==> config.mk <==
export PLATFORM = sky130hd
export DESIGN_NAME = sog_mul
export DESIGN_NICKNAME = d
export VERILOG_FILES = /design/src/design/assert_macros.svh /design/src/design/sog_pkg.sv /design/src/design/sog_mul.sv
export SDC_FILE = /design/constraint.sdc
export NUM_CORES = 2
export LEC_CHECK = 0
export ABC_CLOCK_PERIOD_IN_PS = 9700
export BUFFER_PORTS_ARGS = -buffer_cell sky130_fd_sc_hd__clkbuf_2
export CAP_MARGIN = 20
export CORE_UTILIZATION = 45
export CTS_BUF_LIST = sky130_fd_sc_hd__clkbuf_2
export DETAILED_ROUTE_END_ITERATION = 8
export PLACE_DENSITY = 0.66
export SYNTH_ARGS = -nofsm -noshare
export SYNTH_HDL_FRONTEND = slang
export SYNTH_SLANG_ARGS = --single-unit
==> constraint.sdc <==
create_clock -name clk -period 9.7 [get_ports clk]
set_clock_uncertainty 0.1 [all_clocks]
set_input_delay 0 -clock clk [delete_from_list [all_inputs] [get_ports clk]]
set_output_delay 0 -clock clk [all_outputs]
set_load 0.01 [all_outputs]
==> src/design/assert_macros.svh <==
// Assertion macros shared by the stationary detector RTL
`ifndef ASSERT_MACROS_SVH
`define ASSERT_MACROS_SVH

// Same-cycle implication, disabled while reset is asserted
`define SOG_ASSERT_IMP(lbl, clk, rstn, ante, cons) \
  lbl: assert property (@(posedge clk) disable iff (!rstn) (ante) |-> (cons)) \
    else $error("same-cycle implication violated");

// Next-cycle implication, disabled while reset is asserted
`define SOG_ASSERT_NXT(lbl, clk, rstn, ante, cons) \
  lbl: assert property (@(posedge clk) disable iff (!rstn) (ante) |=> (cons)) \
    else $error("next-cycle implication violated");

`endif

==> src/design/sog_pkg.sv <==
// Package: types, constants and tables for the stationary detector
package sog_pkg;

  typedef enum logic [3:0] {
    ST_IDLE,
    ST_BIAS,
    ST_DIFF,
    ST_SQ,
    ST_ROOT,
    ST_FILT,
    ST_TEST,
    ST_DECIDE,
    ST_DONE
  } state_t;

  typedef struct packed {
    logic busy;
    logic done;
  } sq_stat_t;

  localparam logic [1:0] MODE_OFF   = 2'd0;
  localparam logic [1:0] MODE_FIRST = 2'd1;
  localparam logic [1:0] MODE_RUN   = 2'd2;
  // unused code, handled like check off
  localparam logic [1:0] MODE_SPARE = 2'd3;

  localparam int MUL_A_W = 36;
  localparam int MUL_B_W = 32;
  localparam int MUL_P_W = MUL_A_W + MUL_B_W;

  localparam int SQRT_IN_W  = 64;
  localparam int SQRT_OUT_W = SQRT_IN_W / 2;
  localparam int SQRT_CNT_W = $clog2(SQRT_OUT_W + 1);

  localparam logic [15:0] SCALE_RESET      = 16'd8192;
  localparam logic [31:0] GYRO_FILT_RESET  = 32'd13107;
  localparam logic [31:0] ACCEL_FILT_RESET = 32'd327680;
  localparam logic [15:0] W_OLD            = 16'd64881;
  localparam logic [15:0] W_NEW            = 16'd655;
  localparam logic [32:0] GRAVITY_Q16      = 33'd642689;

  // Threshold limits in Q.16
  function automatic logic [18:0] test_lim(input logic [1:0] idx);
    logic [18:0] v;
    case (idx)
      2'd0:    v = 19'd3431;
      2'd1:    v = 19'd65536;
      2'd2:    v = 19'd13107;
      default: v = 19'd327680;
    endcase
    return v;
  endfunction

  // Limits premultiplied by the 0.7 hysteresis (45875/65536)
  function automatic logic [33:0] hyst_lim(input logic [1:0] idx);
    logic [33:0] v;
    case (idx)
      2'd0:    v = 34'd157397125;
      2'd1:    v = 34'd3006464000;
      2'd2:    v = 34'd601283625;
      default: v = 34'd15032320000;
    endcase
    return v;
  endfunction

endpackage

==> src/design/sog_mul.sv <==
// Shared signed multiplier with registered product
module sog_mul (
  input  logic                         clk,
  input  logic [sog_pkg::MUL_A_W-1:0]  a_i,
  input  logic [sog_pkg::MUL_B_W-1:0]  b_i,
  output logic [sog_pkg::MUL_P_W-1:0]  p_o
);

  logic signed [sog_pkg::MUL_P_W-1:0] full;
  logic        [sog_pkg::MUL_P_W-1:0] p_r;

  assign full = $signed(a_i) * $signed(b_i);

  always_ff @(posedge clk) begin
    p_r <= full;
  end

  assign p_o = p_r;

endmodule

## Yosys cells after proc, flatten, opt, wreduce, memory -nomap -nowiden

Cells that the tools add are included.

- $mul: 1

Operator list:

| kind | count |
|---|---|
| 36-bit by 32-bit multiplier with 68-bit output | 1 |

- Register bits: 68
- Logic and storage cells: 2

## Depth between registers and ports, before layout

- Word-level depth: 1
- Depth in mapped cells: 29

## Least setup slack after synthesis

OpenSTA, ideal clock, no wires.

- Path type: input port to flip-flop
- From: input a_i[35] (netlist bit)
- To: register p_r (netlist bit p_o[67])
- Library setup time: 124 ps
- Data arrival time: 7,288 ps
- Required time: 9,476 ps
- Path slack: 2,188 ps
- Stages: 27
- Cells stage by stage: clkbuf_1 -> nand2_1 -> inv_1 -> fa_1 -> inv_1 -> fa_1 -> inv_1 -> fa_1 -> fa_1 -> inv_1 -> fa_1 -> inv_1 -> fa_1 -> inv_1 -> fa_1 -> inv_1 -> fa_1 -> ha_1 -> a21oi_1 -> o21ai_0 -> a211oi_1 -> nand2_1 -> o31ai_1 -> o31ai_2 -> a2111oi_2 -> or3_1 -> nand3_1

- Longest elaborated chain between the ends: 1

RTL lines:

| element | RTL line | source |
|---|---|---|
| start, declared | sog_mul.sv:4 | `input logic [sog_pkg::MUL_A_W-1:0] a_i,` |
| 36-bit by 32-bit multiplier with 68-bit output | sog_mul.sv:12 | `assign full = $signed(a_i) * $signed(b_i);` |
| net full (one bit) | sog_mul.sv:9 | `logic signed [sog_pkg::MUL_P_W-1:0] full;` |
| end signal, assigned | sog_mul.sv:15 | `p_r <= full;` |
| end, declared | sog_mul.sv:10 | `logic [sog_pkg::MUL_P_W-1:0] p_r;` |

The timed path passes the listed nets, and every way through them passes these cells.

## Final worst setup path

- From: input b_i[8] (netlist bit)
- To: register p_r (netlist bit p_o[67])

- Longest elaborated chain between the ends: 1

RTL lines:

| element | RTL line | source |
|---|---|---|
| start, declared | sog_mul.sv:5 | `input logic [sog_pkg::MUL_B_W-1:0] b_i,` |
| 36-bit by 32-bit multiplier with 68-bit output | sog_mul.sv:12 |  |
| net full (one bit) | sog_mul.sv:9 |  |

The timed path passes the listed nets, and every way through them passes these cells.

==> metrics <==
critical path type=in2reg; CTS tree=built; Post-DRT Antenna Nets=0; drt drc=0; htree depth=3; post-synthesis compound-gate area fraction=3.57%; area leader, netlist=fa_1; DR vias/cell=approximately 5.2; Final setup violation count=0; Post-DP Area=approximately 43000 µm²; top cell type's share of synthesized area=roughly three fifths; initial drt markers=1801; Die Y=approximately 310 µm; ratio of final minimum period to clock period=a little under nine tenths; Finished Layout Cells=5509; asr flop ratio synth=0%; synthesis-stage register bit count=68; GPL Wtd Cong=0.963; Slew @ Worst Pin=1.19 ns; synthesized area per cell=between 9 and 10 µm²; largest family of logic cells by synthesized area=adder cells; Final nets=just under 6000; clock buffer depth=2; TritonCTS Buffers=9; gr usage total=25.5%; CP Capture Type=flip-flop; sequential cell area=roughly 1400 µm²; initial antenna violation count=8; via count=between 20000 and 30000; total die area=approximately 93000 µm²; Area growth, synth to finish=4.24%; min Tclk post-route=roughly 8.4 ns; Simple-Gate Fraction of Synth Area=about 16%; top cells by area, synth=fa_1 (58%), inv_1 (9.8%), and2_1 (8.9%); largest net degree at the start of global routing=37; FILL cells=about 8600; drt total wl=approximately 110000 µm; multiplexer share of the synthesized area=less than 1%; Cells after DPL=about 5500; first-pass GRT wire length=~180000 µm; gate count of the mapped netlist=about 4400; Mapped Area=41400 µm²; Hold Path Class=in2reg; Routed WL per cell=~20 µm; adder-cell share of the synthesized area=a little under two thirds; worst path arrival time=~9 ns; Post-DP HPWL=between 90000 and 100000 µm; max reg flops=a little under 70; cell area after layout=43200 µm²; Max Transition Viols Final=0; Final Hold Violating Endpoints=0; Initial Utilization=45.7%; max capacitance violation total=0; Slew headroom=roughly a fifth; Die Span X=between 300 and 400 µm; vias in the first global route=32400; Buffers on Ports=~140; grt ovf=0; ratio of cells with drive above 1 in the final layout=under 10%; Root Buffer=clkbuf_2; CP required=approximately 10 ns; CP max FO=28; core footprint=slightly above 90000 µm²; status=complete, no violations; clock sinks=between 60 and 70; # rows=110; area of the multi-input gates=35100 µm²; Post-synth EDFFs=0; Reg clk slew, reported paths=around 0.27 ns; Startpoint Class=input port; RSZ-0062 raised after global routing=no; TNS Setup=0 ns; FMAX=between 100 and 150 MHz; Post-Synth XOR/XNOR Area=~1.5%; DRT Pass-1 Iters=5; Distinct cells, synth=65; IO Count=137; post-synthesis sequential area ratio=around 3.3%; Primary FF master, synth=dfxtp_1; Core Util, Final=between 40 and 50%; Yosys Warn Count=0; syn_nets=roughly 5800
==> cells by family after synthesis <==
family | count (synthesis)
AO/OA/AOI/OAI | 212
buffers and inverters | 1320
XOR/XNOR | 73
adder cells (fa/ha/maj) | 1394
AND/OR/NAND/NOR | 1296
multiplexers | 1
flip-flops | 68
==> synth_stat cells (5+ instances only) <==
| cell type | count |
|---|---|
| fa_1 | 1202 |
| inv_1 | 1080 |
| and2_1 | 588 |
| nand2_1 | 578 |
| clkbuf_1 | 231 |
| ha_1 | 192 |
| dfxtp_1 | 68 |
| a21oi_1 | 60 |
| nor2_1 | 59 |
| xnor2_1 | 51 |
| o21ai_0 | 29 |
| a21o_1 | 25 |
| xor2_1 | 22 |
| o21bai_1 | 17 |
| nand4_1 | 13 |
| nor3_1 | 11 |
| nand2b_1 | 10 |
| and3_1 | 9 |
| a31oi_1 | 8 |
| nand3_1 | 8 |
| a211oi_1 | 7 |
| buf_2 | 7 |
| o21a_1 | 7 |
| o21ai_1 | 6 |
| nor2b_1 | 5 |
| o31ai_1 | 5 |
==> placed cells by master, fill, tap and decap left out, types with 17 or more instances in the layout <==
cell type and n:
a21o_1 25, a21oi_1 60, and2_1 588, buf_4 48, clkbuf_2 145, dfxtp_1 68, fa_1 1202, ha_1 192
inv_1 1080, nand2_1 578, nor2_1 59, o21ai_0 29, o21bai_1 17, xnor2_1 51, xor2_1 22
==> stage by stage <==
| step | hold WS [ns] | setup slack [ns] |
|---|---|---|
| floorplan | 0.0273 | 2.19 |
| global placement | 0.287 | -0.278 |
| detailed placement | 0.285 | 0.656 |
| CTS | 0.00722 | 1.56 |
| global route | 0.0960 | 1.22 |
| finish | 0.126 | 1.35 |
==> path summary, 6_finish.rpt <==
path	endpoint	slack, ns	startpoint	cells after the start
worst max-delay path	p_o[67]	1.35	b_i[8]	26
worst min-delay path	p_o[2]	0.13	b_i[2]	5
==> per-layer routing <==
| metal | GRT usage [%] | routed length [µm] | up-vias |
|---|---|---|---|
| met5 | 0 | 7 | - |
| met4 | 8.53 | 3680 | 2 |
| met3 | 3.60 | 7360 | 202 |
| met2 | 42.7 | 55100 | 1013 |
| met1 | 34.2 | 45000 | 15400 |
| li1 | - | - | 12300 |
==> final cells by class <==
class	instances	area share (%)
Clock inverter	6	0.0754
Sequential cell	68	3.15
Inverter	1081	9.40
Antenna cell	4	0.0232
Timing Repair Buffer	189	2.55
Multi-Input combinational cell	2976	81.3
Tap cell	1176	3.41
Clock buffer	9	0.104
==> repair_timing <==
| action | in CTS | in global routing |
|---|---|---|
| endpoints found under the setup margin | 0 | 0 |
| setup buffers | 0 | 0 |
| resized for setup | 0 | 0 |
| hold buffers | 4 | 0 |
| endpoints found under the hold margin | 3 | 0 |
==> worst max-delay path, cell delays in order <==
cell	delay (ns)
clkbuf_2	0.72
buf_4	0.38
and2_1	0.19
fa_1	0.45
fa_1	0.59
inv_1	0.07
fa_1	0.49
fa_1	0.51
inv_1	0.05
fa_1	0.56
fa_1	0.43
fa_1	0.54
fa_1	0.44
ha_1	0.48
nand4_1	0.29
nor3_1	0.53
buf_4	0.26
nand2b_1	0.10
a311oi_1	0.41
buf_4	0.25
o31ai_1	0.08
buf_4	0.16
o31ai_2	0.37
a2111oi_2	0.16
or3_1	0.39
nand3_1	0.07
Power is left out: the tool's default activity adds up to more than one toggle a clock period on the data nets, which glitch-free logic cannot reach.
