### src/design/assert_macros.svh
// Assertion macros shared by the stationary detector RTL
`ifndef ASSERT_MACROS_SVH
`define ASSERT_MACROS_SVH

// Same-cycle implication, disabled while reset is asserted
`define SOG_ASSERT_IMP(lbl, clk, rstn, ante, cons) \
  lbl: assert property (@(posedge clk) disable iff (!rstn) (ante) |-> (cons)) \
    else $error("same-cycle implication violated");

// Next-cycle implication, disabled while reset is asserted
`define SOG_ASSERT_NXT(lbl, clk, rstn, ante, cons) \
  lbl: assert property (@(posedge clk) disable iff (!rstn) (ante) |=> (cons)) \
    else $error("next-cycle implication violated");

`endif

### src/design/sog_pkg.sv
// Package: types, constants and tables for the stationary detector
package sog_pkg;

  typedef enum logic [3:0] {
    ST_IDLE,
    ST_BIAS,
    ST_DIFF,
    ST_SQ,
    ST_ROOT,
    ST_FILT,
    ST_TEST,
    ST_DECIDE,
    ST_DONE
  } state_t;

  typedef struct packed {
    logic busy;
    logic done;
  } sq_stat_t;

  localparam logic [1:0] MODE_OFF   = 2'd0;
  localparam logic [1:0] MODE_FIRST = 2'd1;
  localparam logic [1:0] MODE_RUN   = 2'd2;
  // unused code, handled like check off
  localparam logic [1:0] MODE_SPARE = 2'd3;

  localparam int MUL_A_W = 36;
  localparam int MUL_B_W = 32;
  localparam int MUL_P_W = MUL_A_W + MUL_B_W;

  localparam int SQRT_IN_W  = 64;
  localparam int SQRT_OUT_W = SQRT_IN_W / 2;
  localparam int SQRT_CNT_W = $clog2(SQRT_OUT_W + 1);

  localparam logic [15:0] SCALE_RESET      = 16'd8192;
  localparam logic [31:0] GYRO_FILT_RESET  = 32'd13107;
  localparam logic [31:0] ACCEL_FILT_RESET = 32'd327680;
  localparam logic [15:0] W_OLD            = 16'd64881;
  localparam logic [15:0] W_NEW            = 16'd655;
  localparam logic [32:0] GRAVITY_Q16      = 33'd642689;

  // Threshold limits in Q.16
  function automatic logic [18:0] test_lim(input logic [1:0] idx);
    logic [18:0] v;
    case (idx)
      2'd0:    v = 19'd3431;
      2'd1:    v = 19'd65536;
      2'd2:    v = 19'd13107;
      default: v = 19'd327680;
    endcase
    return v;
  endfunction

  // Limits premultiplied by the 0.7 hysteresis (45875/65536)
  function automatic logic [33:0] hyst_lim(input logic [1:0] idx);
    logic [33:0] v;
    case (idx)
      2'd0:    v = 34'd157397125;
      2'd1:    v = 34'd3006464000;
      2'd2:    v = 34'd601283625;
      default: v = 34'd15032320000;
    endcase
    return v;
  endfunction

endpackage

### src/design/sog_isqrt.sv
// Iterative floor square root, one result bit per cycle
`include "assert_macros.svh"
module sog_isqrt (
  input  logic                            clk,
  input  logic                            rst_n,
  input  logic                            start,
  input  logic [sog_pkg::SQRT_IN_W-1:0]   rad,
  output sog_pkg::sq_stat_t               stat,
  output logic [sog_pkg::SQRT_OUT_W-1:0]  root
);

  localparam int RW = sog_pkg::SQRT_OUT_W + 3;

  logic [sog_pkg::SQRT_IN_W-1:0]  rad_r, rad_nxt;
  logic [RW-1:0]                  rem_r, rem_nxt;
  logic [sog_pkg::SQRT_OUT_W-1:0] root_r, root_nxt;
  logic [sog_pkg::SQRT_CNT_W-1:0] cnt_r, cnt_nxt;
  logic                           busy_r, busy_nxt, done_r, done_nxt;
  logic [RW-1:0]                  rem_sh, trial;

  assign rem_sh = {rem_r[RW-3:0], rad_r[sog_pkg::SQRT_IN_W-1 -: 2]};
  assign trial  = {1'b0, root_r, 2'b01};

  always_comb begin
    rad_nxt  = rad_r;
    rem_nxt  = rem_r;
    root_nxt = root_r;
    cnt_nxt  = cnt_r;
    busy_nxt = busy_r;
    done_nxt = 1'b0;
    if (start) begin
      rad_nxt  = rad;
      rem_nxt  = '0;
      root_nxt = '0;
      cnt_nxt  = sog_pkg::SQRT_CNT_W'(sog_pkg::SQRT_OUT_W);
      busy_nxt = 1'b1;
    end else if (busy_r) begin
      rad_nxt = rad_r << 2;
      if (rem_sh >= trial) begin
        rem_nxt  = rem_sh - trial;
        root_nxt = {root_r[sog_pkg::SQRT_OUT_W-2:0], 1'b1};
      end else begin
        rem_nxt  = rem_sh;
        root_nxt = {root_r[sog_pkg::SQRT_OUT_W-2:0], 1'b0};
      end
      cnt_nxt = cnt_r - 1'b1;
      if (cnt_r == sog_pkg::SQRT_CNT_W'(1)) begin
        busy_nxt = 1'b0;
        done_nxt = 1'b1;
      end
    end
  end

  always_ff @(posedge clk) begin
    if (!rst_n) begin
      busy_r <= 1'b0;
      done_r <= 1'b0;
      cnt_r  <= '0;
    end else begin
      busy_r <= busy_nxt;
      done_r <= done_nxt;
      cnt_r  <= cnt_nxt;
    end
    rad_r  <= rad_nxt;
    rem_r  <= rem_nxt;
    root_r <= root_nxt;
  end

  assign stat.busy = busy_r;
  assign stat.done = done_r;
  assign root      = root_r;

  `SOG_ASSERT_NXT(a_sq_start_busy, clk, rst_n, start, busy_r)
  `SOG_ASSERT_IMP(a_sq_done_idle, clk, rst_n, done_r, !busy_r)

endmodule

### config.mk
export PLATFORM = sky130hd
export DESIGN_NAME = sog_isqrt
export DESIGN_NICKNAME = d
export VERILOG_FILES = /design/src/design/sog_pkg.sv /design/src/design/sog_isqrt.sv
export VERILOG_INCLUDE_DIRS = /design/src /design/src/design
export SDC_FILE = /design/constraint.sdc
export NUM_CORES = 1
export LEC_CHECK = 0
export BUFFER_PORTS_ARGS = -buffer_cell sky130_fd_sc_hd__buf_4
export CAP_MARGIN = 40
export CORE_MARGIN = 5
export CORE_UTILIZATION = 58
export CTS_CLUSTER_DIAMETER = 100
export CTS_CLUSTER_SIZE = 40
export DETAILED_ROUTE_END_ITERATION = 8
export GPL_TIMING_DRIVEN = 1
export PLACE_DENSITY = 0.8
export SLEW_MARGIN = 20
export SYNTH_ARGS = -nofsm -noshare
export SYNTH_HDL_FRONTEND = slang
export SYNTH_SLANG_ARGS = --single-unit
### constraint.sdc
create_clock -name clk -period 3.3 [get_ports clk]
set_input_delay 0.66 -clock clk [delete_from_list [all_inputs] [get_ports clk]]
set_output_delay 0.66 -clock clk [all_outputs]
set_load 0.05 [all_outputs]
# Word level (Yosys, flattened, before mapping)
# Cells that the tools add are included.
# op_classes
n_mul	0
bitwise	2
n_reduce_logical	3
n_div	0
n_shift	0
n_eq_ne	1
muxes	10
order_cmp	1
add_sub_neg	2
# ops
op	count
64-bit two-way mux	2
35-bit by 34-bit >= comparator with 1-bit output	1
33-bit two-way mux	1
33-bit subtractor	1
6-bit two-way mux	2
6-bit by 1-bit equality test with 1-bit output, second input constant	1
6-bit by 1-bit subtractor with 6-bit output, second input constant	1
1-bit two-way mux	5
3-bit OR reduction	1
1-bit NOT	2
2-bit nonzero test	1
2-bit OR reduction	1
# totals
memories	0
rom_bits	0
mem_bits_rw	0
inputBits	67
latchBits	0
ff_bits	137

# Logic depth before layout (Yosys ltp)
# logic_depth
depth_word	4
mapped_depth	14
ltp_nobuf	11

# Worst setup path before layout
# No wires, ideal clock.
# synth_path
path_type	reg-to-reg
startpoint	reg root_r, in the netlist root[3]
endpoint	reg rem_r[31]
slack_ns	0.080
required_time_ns	3.174
period_less_slack_ns	3.220
path_stages_with_launch	12
t_arrival_ns	3.094
path_buffers	0
setup_time_ns	0.126
cell_sequence	dfxtp_1 inv_1 ha_1 or2_1 a21oi_1 a31oi_1 a221o_1 o211ai_4 a21oi_1 or4_1 nand3_1 o211ai_1
# synth_via
elab_chain_cells	2
elab_cells_between_ends	3
classes_between	add/sub (1); order compare (1); mux (1)
# synth_rtl
element	line_no	source
start: declaration	sog_isqrt.sv:16	logic [sog_pkg::SQRT_OUT_W-1:0] root_r, root_nxt;
start signal: assignment	sog_isqrt.sv:66	root_r <= root_nxt;
33-bit subtractor / 35-bit by 34-bit >= comparator with 1-bit output (equally long branches)	sog_isqrt.sv:40, sog_isqrt.sv:39	
33-bit two-way mux *	sog_isqrt.sv:39	if (rem_sh >= trial) begin
end signal: assignment	sog_isqrt.sv:65	rem_r <= rem_nxt;
end: declaration	sog_isqrt.sv:15	logic [RW-1:0] rem_r, rem_nxt;
# Mark *: on every way between the ends. The rest lies on a longest branch, timed or not.
# A chain may end at the register's enable or synchronous reset.

# Worst setup path after layout
# layout_path
startpoint	reg root_r, in the netlist root[0]
endpoint	reg rem_r[8]
# The elaborated chain is that of the path after synthesis.

==> summary by stage <==
Critical path
The endpoint of the worst-slack reg-to-reg timing path is rem_r[8]. The count of buffer and inverter cells on the critical path is 2. On the critical path the largest part of the delay comes from compound AO/OA/AOI/OAI gates. The worst setup path is launched from a flip-flop. The instance count on the critical path is 12. In this run the critical register-to-register path is launched from root[0].

The slowest stage of the critical path is the sky130_fd_sc_hd__or3_1 cell. The setup slack of the most critical reg-to-reg path is 0.20 ns. The worst register-to-register path has a depth of 12. The critical path starts at root[0]. The critical-path maximum fanout is 19.

Traced cell by cell, the critical path runs through inv_1 -> ha_1 -> o21a_1 -> o211ai_2 -> a31oi_1 -> a221o_1 -> o211ai_4 -> a21boi_4 -> nor2_4 -> buf_4 -> or3_1 -> a311oi_1. The critical path start-end classification is reg2reg. The stage delay of the slowest cell on the critical path is 0.39 ns. For the worst setup path, the data required time is 3.64 ns. For the worst setup path, the data arrival time is approximately 3.4 ns. In this run the worst setup path terminates at rem_r[8]. The element type at the critical path end is a flip-flop.

Place
At the placement stage, the worst setup path has a slack of ~0.17 ns. The post-detailed-placement half-perimeter wirelength is ~12 mm. The placer congestion estimate is 0.895. The number of input and output port buffers inserted is 100. Summing all placed instances gives a cell area of between 8000 and 9000 µm².

Clock tree
In this run the deepest clock path goes through 2 buffers. TritonCTS built the clock tree. The post-CTS clock slew at the launch and capture registers of the worst setup and hold paths is roughly 0.060 ns. Buffers inserted to repair hold after CTS numbered 0. The number of buffers created by CTS is 17. The H-tree level count is 4. The clock latency reported for the late side of the worst-skew pair is 0.43 ns. Clock tree synthesis found a total of ~140 sinks. The tree is rooted in a sky130_fd_sc_hd__clkbuf_16.

Global route
The overall routing resource usage is between 20% and 30%. The number of global-route vias before repair is 5938. The leftover overflow at the end of global routing is 0. The maximum number of pins on one net before global-route repair is 65. The first global-routing pass estimated between 20 and 30 mm of wire. The number of antenna violations at the first check in global routing is 0.

Synth
A synthesized cell averages a little over 10 µm². The top flip-flop cell by instance count after synthesis is sky130_fd_sc_hd__dfxtp_1. In the post-synthesis netlist, the biggest area contributors are sky130_fd_sc_hd__edfxtp_1, sky130_fd_sc_hd__dfxtp_1, sky130_fd_sc_hd__mux2_2. sky130_fd_sc_hd__edfxtp_1 takes more of the synthesized area than any other cell. The most numerous cell in the Yosys netlist is sky130_fd_sc_hd__nor2_1. For this run, asynchronously set or reset flops after synthesis account for 0%. After synthesis, the netlist uses 65 different library cells. The number of storage elements in the synthesis netlist is 137. The post-synthesis sequential area ratio is 45.2%. The number of nets handed over by synthesis was 847. Sorting the synthesized cells by how often they occur yields sky130_fd_sc_hd__nor2_1, sky130_fd_sc_hd__dfxtp_1, sky130_fd_sc_hd__nand2_1. Summed over its instances, the top area cell type makes up about a quarter of the synthesized netlist area. The Yosys step of the flow raised 0 warnings. The synthesized instance count is approximately 740. The synthesized netlist occupies a cell area of about 7500 µm². In this run, synthesis inferred 64 flip-flops with an integrated enable.

Drt
In the routed layout, each cell is associated on average with a via count of 5.75. The detail route stage leaves a number of antenna-violating nets equal to 0. After detailed routing, the average wire length per cell comes to about 17 µm. The first-iteration detailed-routing DRC count is approximately 450. For this block, the via count after detailed routing is just under 6000.

After detailed routing, the number of remaining DRC violations is 0. The final layout contains routed wiring with a total length of ~17 mm. The number of detailed-route iterations in the first pass is 5.

Finish
The storage element area is roughly 3400 µm². The repair_antennas step left the layout with diodes totalling 0. The final design instance area without fill is 9000 µm². The layout cell share with drive strength beyond 1 is a little over a quarter.

The layout filler cell count is approximately 950. Measured on the finished design, the core utilization comes to 71.3%. Compared with the post-synthesis result, the final layout area differs by 20.2%. The net count of the finished layout is ~940. The multi-input combinational cells in the finished layout cover a total of ~3800 µm².

STA
The timing-limited maximum frequency is ~320 MHz. Across all hold checks on the routed design, the worst slack comes to ~0.45 ns. Summed over all failing endpoints, the final setup total negative slack is 0 ns. Setup repair after global routing left no endpoint under its margin. The worst path needs roughly 3.1 ns of the cycle, external delays included. For the pin with the worst max-slew slack, the measured transition is approximately 0.66 ns. The total count of hold-check failures in the final report is 0. The count of final max-slew check failures came to 0. In this run the tightest slew margin relative to its limit is between 50% and 60%. The final critical path takes up between 90% and 100% of the cycle.

The total of endpoints with negative setup slack in the final report is 0. The clock skew after layout is 0.00945 ns. The smallest setup slack after layout is ~0.20 ns.

Outcome
The run finished with clean final reports.

Floorplanning
The die width is 124 µm. The die is 124 µm tall. The number of placement rows is a little over 40. The core region is between 10000 and 15000 µm². The die covers about 15000 µm². The number of top-level pins is around 100. The initial utilization of the core area, before any placement, comes to 59.3%.

Pwr
IR analysis of the VDD net gives a maximum drop of about 0.65 mV. The analysis attributes to cell leakage a power of between 3 and 4 nW. Dividing total power by cell area gives a power density of approximately 850 nW/µm².

Run
The number of max-capacitance violations reported is 0.

Worst hold path
The path class of the lowest-slack min-delay path is in2reg.
## placed cells by master (no fill, tap or decap), types with 14 or more instances in the layout
cell type / count
sky130_fd_sc_hd__a21oi_1: 35
sky130_fd_sc_hd__a311oi_1: 20
sky130_fd_sc_hd__buf_4: 114
sky130_fd_sc_hd__clkbuf_16: 17
sky130_fd_sc_hd__dfxtp_1: 72
sky130_fd_sc_hd__edfxtp_1: 64
sky130_fd_sc_hd__ha_1: 36
sky130_fd_sc_hd__inv_1: 44
sky130_fd_sc_hd__mux2_2: 63
sky130_fd_sc_hd__mux2i_1: 33
sky130_fd_sc_hd__nand2_1: 67
sky130_fd_sc_hd__nand3_1: 14
sky130_fd_sc_hd__nor2_1: 81
sky130_fd_sc_hd__o21ai_0: 20
## layer usage
| layer | up-vias | wire [µm] | track usage [%] |
|---|---|---|---|
| met1 | 2794 | 7060 | 27.7 |
| met5 | - | 0 | 0 |
| met4 | 0 | 277 | 9.07 |
| met2 | 176 | 8600 | 38.9 |
| li1 | 2896 | - | - |
| met3 | 30 | 1130 | 7.72 |
## worst register-to-register path, cell delays in order, from the launching register on
cell and delay (ns):
sky130_fd_sc_hd__dfxtp_1 0.38, sky130_fd_sc_hd__inv_1 0.07, sky130_fd_sc_hd__ha_1 0.34, sky130_fd_sc_hd__o21a_1 0.18
sky130_fd_sc_hd__o211ai_2 0.10, sky130_fd_sc_hd__a31oi_1 0.29, sky130_fd_sc_hd__a221o_1 0.31, sky130_fd_sc_hd__o211ai_4 0.15
sky130_fd_sc_hd__a21boi_4 0.27, sky130_fd_sc_hd__nor2_4 0.06, sky130_fd_sc_hd__buf_4 0.21, sky130_fd_sc_hd__or3_1 0.39
sky130_fd_sc_hd__a311oi_1 0.26
## timing repair
item / 4_1_cts / 5_1_grt
setup endpoints to repair: 0 / 8
buffers inserted: 0 / 3
gates resized for setup: 0 / 2
## flip-flops by register name (all words and copies together) (netlist names)
name / flops
busy_r: 1
cnt_r: 6
done_r: 1
rad_r: 64
rem_r: 33
root: 32
## per-stage QoR
stage / power, W / instances
3_5_place_dp: 0.00564 / 991
4_1_cts: 0.00758 / 1023
3_3_place_gp: 0.00555 / 991
6_report: 0.00767 / 1026
2_1_floorplan: 0.00491 / 744
5_1_grt: 0.00815 / 1026
## power breakdown
part | switching, W | internal (W) | total [W]
sequential | 0.000159 | 0.00202 | 0.00218
combinational | 0.00210 | 0.00150 | 0.00359
clock | 0.000778 | 0.00113 | 0.00190
## worst min-delay path by stage
stage	startpoint	endpoint	slack, ns	depth (start not counted)
finish	rst_n	cnt_r[5]	0.45	2
global route	rst_n	cnt_r[5]	0.46	2
CTS	rst_n	cnt_r[5]	0.44	2
detailed placement	rem_r[0]	rem_r[0]	0.48	2
global placement	cnt_r[0]	cnt_r[0]	0.47	2
floorplan	rem_r[31]	rem_r[31]	0.45	2
## logic make-up after synthesis
kind of cell             synth area share [%]
AO/OA/AOI/OAI                            13.8
adder cells (fa/ha/maj)                  6.02
AND/OR/NAND/NOR                          13.9
multiplexers                             13.9
flip-flops                               45.2
XOR/XNOR                                 2.57
buffers and inverters                    4.68
## area by class of cell
type                            count  area share, %
Clock buffer                       17           4.73
Clock inverter                     15           1.79
Inverter                           46           1.92
Multi-Input combinational cell    524           41.8
Sequential cell                   137           37.6
Tap cell                          172           2.39
Timing Repair Buffer              115           9.73
Note: power is estimated with default switching activity, not from simulation.
